===== src/hdl/ytr_pkg.sv =====
// Package for the YUYV to RGB converter: widths, coefficients and shared types.
package ytr_pkg;

  // Input byte and output channel widths
  localparam int unsigned PIX_W  = 8;
  // Fixed-point fraction bits of the coefficients
  localparam int unsigned FRAC_W = 16;
  // Signed width of a channel sum; holds (255 << 16) plus any chroma term
  localparam int unsigned SUM_W  = 28;

  // Dimming multiplier, applied as (c * DIM_MUL) >> PIX_W
  localparam logic [PIX_W-1:0] DIM_MUL = 8'd220;
  // Largest channel value before dimming
  localparam logic [PIX_W-1:0] CHAN_MAX = 8'd255;
  // Largest channel value after dimming
  localparam logic [PIX_W-1:0] OUT_MAX = 8'd219;

  typedef logic signed [SUM_W-1:0] term_t;

  // Unsigned Q1.16 coefficients, rounded to nearest
  localparam term_t COEF_RV = 28'sd89831;
  localparam term_t COEF_GV = 28'sd45744;
  localparam term_t COEF_GU = 28'sd22127;
  localparam term_t COEF_BU = 28'sd113538;

  // Chroma contributions shared by both pixels of a macropixel
  typedef struct packed {
    term_t rv;  // red term from V
    term_t gc;  // green term from U and V, sign already applied
    term_t bu;  // blue term from U
  } chroma_terms_t;

  // One dimmed RGB pixel
  typedef struct packed {
    logic [PIX_W-1:0] red;
    logic [PIX_W-1:0] green;
    logic [PIX_W-1:0] blue;
  } rgb_t;

endpackage


===== src/hdl/ytr_chroma.sv =====
// Shared chroma stage: removes the chroma offset and registers the three chroma terms.
module ytr_chroma (
  input  logic                         clk,
  input  logic                         load,
  input  logic [ytr_pkg::PIX_W-1:0]    chroma_blue,
  input  logic [ytr_pkg::PIX_W-1:0]    chroma_red,
  output ytr_pkg::chroma_terms_t       terms
);
  import ytr_pkg::*;

  logic signed [PIX_W-1:0] cb;
  logic signed [PIX_W-1:0] cr;
  term_t                   cb_ext;
  term_t                   cr_ext;
  chroma_terms_t           terms_nxt;
  chroma_terms_t           terms_r;

  // Subtract 128: flip the top bit to get a two's complement byte
  assign cb = {~chroma_blue[PIX_W-1], chroma_blue[PIX_W-2:0]};
  assign cr = {~chroma_red[PIX_W-1], chroma_red[PIX_W-2:0]};
  assign cb_ext = term_t'(cb);
  assign cr_ext = term_t'(cr);

  // Form the constant products
  always_comb begin
    terms_nxt.rv = cr_ext * COEF_RV;
    terms_nxt.gc = term_t'(0) - cr_ext * COEF_GV - cb_ext * COEF_GU;
    terms_nxt.bu = cb_ext * COEF_BU;
  end

  // Hold the terms until the stage advances
  always_ff @(posedge clk) begin
    if (load) begin
      terms_r <= terms_nxt;
    end
  end

  assign terms = terms_r;

endmodule


===== src/hdl/ytr_lane.sv =====
// Pixel lane: adds luma to the chroma terms, clamps, truncates and dims one pixel.
module ytr_lane (
  input  logic [ytr_pkg::PIX_W-1:0]  luma,
  input  ytr_pkg::chroma_terms_t     terms,
  output ytr_pkg::rgb_t              pixel
);
  import ytr_pkg::*;

  term_t base;

  // Clamp a Q.16 sum to 0..255 and scale by 220/256
  function automatic logic [PIX_W-1:0] finish(input term_t sum);
    logic [PIX_W-1:0]   c;
    logic [2*PIX_W-1:0] prod;
    if (sum[SUM_W-1]) begin
      c = '0;
    end else if (|sum[SUM_W-2:FRAC_W+PIX_W]) begin
      c = CHAN_MAX;
    end else begin
      c = sum[FRAC_W+PIX_W-1:FRAC_W];
    end
    prod = c * DIM_MUL;
    return prod[2*PIX_W-1:PIX_W];
  endfunction

  assign base = term_t'({luma, {FRAC_W{1'b0}}});

  // Combine luma with each chroma term
  always_comb begin
    pixel.red   = finish(base + terms.rv);
    pixel.green = finish(base + terms.gc);
    pixel.blue  = finish(base + terms.bu);
  end

endmodule


===== src/hdl/yuyv_to_rgb_dimmed.sv =====
// Top level of the YUYV 4:2:2 to dimmed RGB888 converter.
//
//  channel | direction | handshake            | payload
//  --------+-----------+----------------------+----------------------------------------
//  in_     | input     | in_valid / in_ready  | Y0, U, Y1, V bytes and last flag
//  out_    | output    | out_valid / out_ready| two RGB pixels (0..219) and last flag
//
// One macropixel per clock unless out_ready stalls; results pass both stage registers.
// Stage one registers the shared chroma products, stage two merges both pixel lanes
// into the output register. rst_n (synchronous) clears only the stage valid bits.
// A stalled output holds its data; the chroma stage still takes one more transaction.
module yuyv_to_rgb_dimmed (
  input  logic                      clk,
  input  logic                      rst_n,
  input  logic                      in_valid,
  output logic                      in_ready,
  input  logic [ytr_pkg::PIX_W-1:0] in_luma_first,
  input  logic [ytr_pkg::PIX_W-1:0] in_chroma_blue,
  input  logic [ytr_pkg::PIX_W-1:0] in_luma_second,
  input  logic [ytr_pkg::PIX_W-1:0] in_chroma_red,
  input  logic                      in_last_in,
  output logic                      out_valid,
  input  logic                      out_ready,
  output logic [ytr_pkg::PIX_W-1:0] out_red_first,
  output logic [ytr_pkg::PIX_W-1:0] out_green_first,
  output logic [ytr_pkg::PIX_W-1:0] out_blue_first,
  output logic [ytr_pkg::PIX_W-1:0] out_red_second,
  output logic [ytr_pkg::PIX_W-1:0] out_green_second,
  output logic [ytr_pkg::PIX_W-1:0] out_blue_second,
  output logic                      out_last_out
);
  import ytr_pkg::*;

  logic             s1_valid_r;
  logic             s1_valid_nxt;
  logic [PIX_W-1:0] s1_luma0_r;
  logic [PIX_W-1:0] s1_luma1_r;
  logic             s1_last_r;
  chroma_terms_t    s1_terms;

  logic             out_valid_r;
  logic             out_valid_nxt;
  rgb_t             out_pix0_r;
  rgb_t             out_pix1_r;
  logic             out_last_r;
  rgb_t             lane_pix0;
  rgb_t             lane_pix1;

  logic             s2_adv;
  logic             s1_load;

  // Advance a stage when it is empty or its successor takes its content
  assign s2_adv   = !out_valid_r || out_ready;
  assign in_ready = !s1_valid_r || s2_adv;
  assign s1_load  = in_valid && in_ready;

  // Shared chroma products
  ytr_chroma u_chroma (
    .clk         (clk),
    .load        (s1_load),
    .chroma_blue (in_chroma_blue),
    .chroma_red  (in_chroma_red),
    .terms       (s1_terms)
  );

  // Hold luma and last alongside the chroma terms
  always_ff @(posedge clk) begin
    if (s1_load) begin
      s1_luma0_r <= in_luma_first;
      s1_luma1_r <= in_luma_second;
      s1_last_r  <= in_last_in;
    end
  end

  // Two pixel lanes on the shared terms
  ytr_lane u_lane0 (
    .luma  (s1_luma0_r),
    .terms (s1_terms),
    .pixel (lane_pix0)
  );

  ytr_lane u_lane1 (
    .luma  (s1_luma1_r),
    .terms (s1_terms),
    .pixel (lane_pix1)
  );

  // Valid bits for both stages
  always_comb begin
    s1_valid_nxt  = s1_valid_r;
    out_valid_nxt = out_valid_r;
    if (in_ready) begin
      s1_valid_nxt = in_valid;
    end
    if (s2_adv) begin
      out_valid_nxt = s1_valid_r;
    end
  end

  always_ff @(posedge clk) begin
    if (!rst_n) begin
      s1_valid_r  <= 1'b0;
      out_valid_r <= 1'b0;
    end else begin
      s1_valid_r  <= s1_valid_nxt;
      out_valid_r <= out_valid_nxt;
    end
  end

  // Merge both lanes into the output register
  always_ff @(posedge clk) begin
    if (s2_adv && s1_valid_r) begin
      out_pix0_r <= lane_pix0;
      out_pix1_r <= lane_pix1;
      out_last_r <= s1_last_r;
    end
  end

  assign out_valid        = out_valid_r;
  assign out_red_first    = out_pix0_r.red;
  assign out_green_first  = out_pix0_r.green;
  assign out_blue_first   = out_pix0_r.blue;
  assign out_red_second   = out_pix1_r.red;
  assign out_green_second = out_pix1_r.green;
  assign out_blue_second  = out_pix1_r.blue;
  assign out_last_out     = out_last_r;

`ifndef ASSERT_OFF
  // Dimmed channels never exceed the scaled maximum
  a_range: assert property (@(posedge clk) disable iff (!rst_n)
    out_valid |-> (out_red_first <= OUT_MAX) && (out_green_first <= OUT_MAX) &&
                  (out_blue_first <= OUT_MAX) && (out_red_second <= OUT_MAX) &&
                  (out_green_second <= OUT_MAX) && (out_blue_second <= OUT_MAX))
    else $error("output channel above dimmed maximum");

  // A full pipe with a stalled output refuses new transactions
  a_full: assert property (@(posedge clk) disable iff (!rst_n)
    (s1_valid_r && out_valid_r && !out_ready) |-> !in_ready)
    else $error("input taken while pipeline is full");

  // An accepted transaction occupies the chroma stage next cycle
  a_fill: assert property (@(posedge clk) disable iff (!rst_n)
    (in_valid && in_ready) |=> s1_valid_r)
    else $error("accepted transaction lost in chroma stage");

  // A loaded chroma stage reaches the output when it advances
  a_move: assert property (@(posedge clk) disable iff (!rst_n)
    (s1_valid_r && s2_adv) |=> out_valid)
    else $error("chroma stage content dropped");
`endif

endmodule


===== config.mk =====
export PLATFORM = sky130hd
export DESIGN_NAME = yuyv_to_rgb_dimmed
export DESIGN_NICKNAME = d
export VERILOG_FILES = /design/src/hdl/ytr_pkg.sv /design/src/hdl/ytr_chroma.sv /design/src/hdl/ytr_lane.sv /design/src/hdl/yuyv_to_rgb_dimmed.sv
export SDC_FILE = /design/constraint.sdc
export NUM_CORES = 1
export LEC_CHECK = 0
export ABC_AREA = 1
export BUFFER_PORTS_ARGS = -buffer_cell sky130_fd_sc_hd__buf_2
export CAP_MARGIN = 20
export CORE_ASPECT_RATIO = 0.6
export CORE_UTILIZATION = 45
export CTS_BUF_LIST = sky130_fd_sc_hd__clkbuf_4 sky130_fd_sc_hd__clkbuf_8
export CTS_CLUSTER_DIAMETER = 100
export DETAILED_ROUTE_END_ITERATION = 8
export HOLD_SLACK_MARGIN = 0.15
export PLACE_DENSITY = 0.73
export SETUP_SLACK_MARGIN = 0.15
export SLEW_MARGIN = 20
export SYNTH_ARGS = -nofsm -noshare
export SYNTH_HDL_FRONTEND = slang
export SYNTH_HIERARCHICAL = 1
export SYNTH_SLANG_ARGS = --single-unit

===== constraint.sdc =====
create_clock -name clk -period 10.9 [get_ports clk]
set_clock_uncertainty 0.15 [all_clocks]
set_input_delay 0.545 -clock clk [delete_from_list [all_inputs] [get_ports clk]]
set_output_delay 0.545 -clock clk [all_outputs]
set_load 0.01 [all_outputs]

# After elaboration in Yosys (flattened, before gate mapping)

Index checks and enable logic that the tools add are counted.

Bits in registers: 151
Input port bits: 37
Output and inout port bits: 51
Logic and storage cells: 59

$add $sub $neg: 8
$mul: 10
Muxes and demuxes: 12
Bitwise gates (word level): 2
Reductions and logical operators: 12

Operators by type and width:

| cell                                                                  | number |
|---|---|
| 25-bit by 28-bit adder with 28-bit output                             | 6 |
| 8-bit two-way mux                                                     | 12 |
| 8-bit by 6-bit multiplier with 14-bit output (second input constant)  | 6 |
| 1-bit by 28-bit subtractor with 28-bit output (first input constant)  | 1 |
| 28-bit subtractor                                                     | 1 |
| 8-bit by 18-bit multiplier with 26-bit output (second input constant) | 1 |
| 8-bit by 17-bit multiplier with 25-bit output (second input constant) | 1 |
| 8-bit by 16-bit multiplier with 24-bit output (second input constant) | 1 |
| 8-bit by 13-bit multiplier with 21-bit output (second input constant) | 1 |
| 3-bit OR reduction                                                    | 6 |
| 1-bit logical AND                                                     | 2 |
| 1-bit logical NOT                                                     | 2 |
| 1-bit logical OR                                                      | 2 |
| 1-bit inverter                                                        | 2 |

# Longest topological paths before layout

Gate-level depths: netlist of the first run.

Word-level depth: 5
Gate-level depth with buffers: 35
Mapped depth without buffers: 35

# Cells and area by module

The synthesis of the first run kept the hierarchy.

By module, submodules not included:

| module             | instances | cells an instance | area an instance (um^2) | sequential area each (um^2) |
|---|---|---|---|---|
| ytr_chroma         | 1         | 1,698             | 13,611.8                | 2,312.2 |
| ytr_lane (u_lane0) | 1         | 690               | 4,762.1                 | 0.0 |
| ytr_lane (u_lane1) | 1         | 683               | 4,757.1                 | 0.0 |
| yuyv_to_rgb_dimmed | 1         | 79                | 2,077.0                 | 2,021.9 |

# Worst setup path before layout of the first run

No wires, ideal clock.

Path kind: input -> register
Start point: in in_chroma_red[6] in the netlist's numbering
End point: reg u_chroma.terms_r (netlist bit u_chroma/terms[48]) (data pin)
Library setup time: 252 ps
Arrival time: 6,766 ps
Data required time: 10,498 ps
Setup slack: 3,731 ps
Stages: 31
Buffers on the path: 0
Cell sequence: inv_1 ha_1 ha_1 inv_1 fa_1 fa_1 inv_1 ha_1 or2_2 nand4_1 nand2_1 xor2_1 ha_1 inv_1 fa_1 fa_1 fa_1 inv_1 fa_1 inv_1 ha_1 nand2_1 inv_1 nand2_1 nand2_1 nand2_1 nand2_1 nor2_1 nand2_1 nand2_1 nand2_1

RTL lines:

| item                   | line                     | RTL |
|---|---|---|
| start: declaration     | yuyv_to_rgb_dimmed.sv:20 | `input logic [ytr_pkg::PIX_W-1:0] in_chroma_red,` |
| end signal: assignment | ytr_chroma.sv:34         | `terms_r <= terms_nxt;` |
| end: declaration       | ytr_chroma.sv:16         | `chroma_terms_t terms_r;` |

==> flow_summary.yaml, run 1 <==
setup_path:
  slowest_delay_ns: 0.54
  r2r-start: "s1_luma1_r[0]"
  crit_path_end_kind: "flip-flop"
  worstSetupPathType: "in2reg"
  worst_ep_required_time_ns: 10.97
  path_max_fanout: 10
  critPathLaunchType: "input port"
  worstPathArrival_ns: 7.51
  crit_start: "in_chroma_red[5]"
  path_common_cell: "inv_1"
  slowest_stage: "fa_1"
floorplanning:
  fp.dieH_microns: 179
  die_area_sq_mm: 0.0531
  rows: 64
  core_area_sq_mm: 0.0512
  ios: 88
  start_util_pct: 45.8
  die_w_microns: 297
cts:
  clkTransAtPathRegs_ns: 0.11
  clockBufferDepth: 2
  cts_made_buffers: 9
  clock_sinks: 99
  clock_latency_ns: 0.45
  root_buffer: "clkbuf_8"
  htreeDepth: 3
  cts_tree: "yes"
  postCtsSetupBuffers: 0
synth:
  netlist_area_sq_mm: 0.0235
  syn_nets: 3783
  syn_avg_cell_area_sq_um: 7.69
  synthCells: 3054
  yosys_warnings: 6
hold_path:
  hold_start: "rst_n"
  min_path_type: "in2reg"
placement:
  hpwlAfterDp_microns: 47900
  gp_congestion: 0.976
  io_buffers: 87
  dp_cells: 3828
drt:
  route.detailed.drc: 0
  ant_nets: 0
  wl_microns: 54600
  drt-vias-per-instance: 4.85
  drt-pass1-iter-count: 6
  drt_first_iter_violations: 1835
  vias: 18700
  wl_per_cell_microns: 14.1
layout:
  drive_above_1_share_pct: 5.21
  fin_nets: 3892
  fin_cells: 3863
  final_cell_mix: "inv_1 (794), nand2_1 (730), ha_1 (448)"
  fillerInstances: 5057
  area_growth_pct: 6.96
  final_common_cell: "inv_1"
outcome:
  status: "completed"
sta:
  rsz0062_at_grt: "no"
  relSlewSlack_pct: 39.3
  tightest_slew_ns: 0.910
  fmax_ghz: 0.134
  setup_viol: 0
  slew_viol_final: 0
  fin_tns_setup_ns: 0
  period_minus_slack_ns: 7.44
  fin_crit_sh_pct: 68.2
  hold_viol: 0
job:
  cap_violations: 0
global_route:
  grt-ovfl-total: 0
  grt_max_degree: 50
  first_global_vias: 17800
  globalRouteTotalUtil_pct: 21.4
  antenna_found_initial: 2
  grt_pass1_wl_microns: 90700
==> per-layer routing <==
| layer | GRT usage, % | vias to the layer above | wire, microns |
|---|---|---|---|
| li1 | - | 9631 | - |
| met4 | 2.94 | 0 | 509 |
| met2 | 29.7 | 564 | 20300 |
| met5 | 0 | - | 0 |
| met3 | 5.16 | 34 | 4790 |
| met1 | 33.6 | 8505 | 29100 |
==> sequential cells by signal (all words and copies together) (netlist names) <==
signal,flops
out_red_first,8
u_chroma/terms,31
out_green_second,8
out_valid,1
out_blue_first,8
out_last_out,1
s1_luma0_r,8
s1_luma1_r,8
out_red_second,8
s1_last_r,1
out_blue_second,8
s1_valid_r,1
out_green_first,8
==> worst max-delay path, delay by kind of cell <==
kind | cells | cell delay [ns]
AO/OA/AOI/OAI | 1 | 0.20
AND/OR/NAND/NOR | 9 | 1.00
adder cells (fa/ha/maj) | 11 | 4.82
buffers and inverters | 8 | 0.74
XOR/XNOR | 1 | 0.18
==> final timing paths <==
check / end / slack, ns / cells past startpoint
hold / removal: s1_valid_r / 0.18 / 3
setup / recovery: u_chroma/terms[49] / 3.46 / 30
setup reg to reg: out_blue_second[6] / 5.07 / 27
hold reg to reg: out_last_out / 0.28 / 0
==> per-stage QoR <==
stage / utilization, % / hold WS, ns / worst slack, ns / instance area [sq um]
5_1_grt: 49.0 / 0.174 / 3.06 / 25100
2_1_floorplan: - / 0.250 / 3.76 / 23500
6_report: 49.0 / 0.183 / 3.46 / 25100
3_3_place_gp: 48.3 / 0.254 / 3.10 / 24700
3_5_place_dp: 48.3 / 0.256 / 3.05 / 24700
4_1_cts: 49.0 / 0.151 / 3.55 / 25100
==> final cells by class <==
class	count	area, sq um	share of cell area [%]
multi-input combinational	2148	17500	69.6
inverter	799	3000	11.9
clock inverter	7	75.1	0.299
timing repair buffer	106	621	2.47
tap	693	867	3.45
clock buffer	9	124	0.493
sequential	99	2950	11.8
antenna	2	5.00	0.0199
==> repair_timing <==
action	CTS	global route
endpoints found under the hold margin	16	1
resized for setup	0	0
hold buffers	16	1
Power of run 1 is left out: the tool's default activity adds up to more than one toggle a clock period on the data nets, which glitch-free logic cannot reach.
==> run 2: changes to the inputs <==
--- a/config.mk
+++ b/config.mk
@@ -5,7 +5,7 @@
 export SDC_FILE = /design/constraint.sdc
 export NUM_CORES = 1
 export LEC_CHECK = 0
-export ABC_AREA = 1
+export ABC_AREA = 0
 export BUFFER_PORTS_ARGS = -buffer_cell sky130_fd_sc_hd__buf_2
 export CAP_MARGIN = 20
 export CORE_ASPECT_RATIO = 0.6
@@ -14,7 +14,7 @@
 export CTS_CLUSTER_DIAMETER = 100
 export DETAILED_ROUTE_END_ITERATION = 8
 export HOLD_SLACK_MARGIN = 0.15
-export PLACE_DENSITY = 0.73
+export PLACE_DENSITY = 0.75
 export SETUP_SLACK_MARGIN = 0.15
 export SLEW_MARGIN = 20
 export SYNTH_ARGS = -nofsm -noshare
==> constraint.sdc (replaced) <==
create_clock -name clk -period 6.57 [get_ports clk]
set_clock_uncertainty 0.15 [all_clocks]
set_input_delay 0.3285 -clock clk [delete_from_list [all_inputs] [get_ports clk]]
set_output_delay 0.3285 -clock clk [all_outputs]
set_load 0.01 [all_outputs]
==> run 2 against run 1 <==
Effect of this change: the run now ends with setup timing left; cell count is 23% lower; count of clock-buffer cells in the layout unchanged; synthesized cell count is 31% lower; first-iteration DRC count shrank 49%; cell area shrank 4.3%; routed wire length shrank 13%; critical endpoint is now u_chroma/terms[54]; register-to-register slack worse by 4.6 ns; hold slack better by 0.090 ns; non-clock buffer count rose by 145.
==> flow_summary.yaml, run 2 <==
placement:
  hpwlAfterDp_microns: 40200
  dpl-instance-area_sq_mm: 0.0230
  io_buffers: 87
  gp_congestion: 0.919
sta:
  hold_viol: 0
  tightest_slew_ns: 0.896
  rsz0062_at_grt: "yes"
  period_minus_slack_ns: 6.75
  setup_viol: 9
  fin_crit_sh_pct: 103
  fmax_ghz: 0.148
  timing.final.ws_setup_ns: -0.179
  relSlewSlack_pct: 40.2
  slew_viol_final: 0
  fin_worst_hold_slack_ns: 0.273
layout:
  final_area_sq_mm: 0.0240
  largest_reg_flops: 31
  seq_area_sq_mm: 0.00295
  multiInputGateArea_sq_mm: 0.0166
  diodes: 0
  area_growth_pct: 15.5
  fin_nets: 3067
  drive_above_1_share_pct: 16.5
  fillerInstances: 3935
  final_common_cell: "inv_1"
  final_cell_mix: "inv_1 (438), ha_1 (426), fa_1 (240)"
job:
  cap_violations: 0
floorplanning:
  start_util_pct: 46.1
  rows: 60
  ios: 88
  fp.dieH_microns: 169
  die_w_microns: 280
  core_area_sq_mm: 0.0452
  die_area_sq_mm: 0.0472
setup_path:
  reg2reg_slack_ns: 0.43
  slowest_delay_ns: 0.53
  worstSetupPathType: "in2reg"
  worstPathArrival_ns: 6.78
  worst_ep_required_time_ns: 6.60
  crit_path_end_kind: "flip-flop"
  path_max_fanout: 3
  critPathLaunchType: "input port"
  path_buf_inv: 7
  critPathTopFamily: "adder cells"
  slowest_stage: "fa_1"
  path_common_cell: "fa_1"
global_route:
  grt-ovfl-total: 0
  grt_max_degree: 50
  globalRouteTotalUtil_pct: 20.5
  grt_pass1_wl_microns: 78500
  first_global_vias: 15800
  antenna_found_initial: 0
cts:
  clock_latency_ns: 0.41
  cts_tree: "yes"
  clkTransAtPathRegs_ns: 0.13
  htreeDepth: 3
  clockBufferDepth: 2
  root_buffer: "clkbuf_8"
  clock_sinks: 99
  cts_made_buffers: 9
synth:
  yosys_warnings: 6
  synthCells: 2092
  syn_nets: 2821
  netlist_area_sq_mm: 0.0208
  syn_avg_cell_area_sq_um: 9.95
drt:
  drt-vias-per-instance: 5.16
  route.detailed.drc: 0
  wl_per_cell_microns: 16.0
  vias: 15300
  drt-pass1-iter-count: 5
  drt_first_iter_violations: 937
  wl_microns: 47500
  ant_nets: 0
outcome:
  status: "finished, violations left"
  violations: "setup timing"
hold_path:
  min_path_type: "in2reg"
-- run 2: timing repair --
action	in CTS	in global routing
buffers inserted	10	17
hold endpoints to repair	19	0
pin swaps	46	24
resized for setup	57	34
setup endpoints to repair	12	19
hold buffers	21	0
-- run 2: path summary, 6_finish.rpt --
check | end | cells past startpoint | start
setup / recovery | u_chroma/terms[54] | 29 | in_chroma_red[7]
hold / removal | u_chroma/terms[25] | 2 | in_chroma_blue[7]
setup reg to reg | out_red_second[7] | 24 | s1_luma1_r[1]
hold reg to reg | out_last_out | 0 | s1_last_r
-- run 2: cell type report --
cell class | instances | share of cell area, %
inverters | 454 | 7.14
flip-flops and latches | 99 | 12.3
multi-input cells | 1523 | 69.1
clock buffers | 9 | 0.515
repair buffers | 251 | 7.41
well taps | 620 | 3.23
clock inverters | 7 | 0.333
-- run 2: metal layers --
layer	vias to the layer above	routed length [microns]	track usage [%]
li1	7488	-	-
met1	7413	24000	30.9
met2	340	20500	32.2
met3	34	2560	2.37
met4	0	342	2.61
met5	-	0	0
-- run 2: metrics by stage --
step                instances  TNS, ns  util [%]  setup WS, ns
finish                   2963   -0.684      53.2        -0.179
global placement         2899    -5.13      50.9        -0.591
floorplan                2092    -1.74         -        -0.271
global route             2963    -2.05      53.2        -0.362
detailed placement       2899    -6.04      50.9        -0.671
CTS                      2946   -0.172      52.6       -0.0965
Power of run 2 is left out for the same reason.
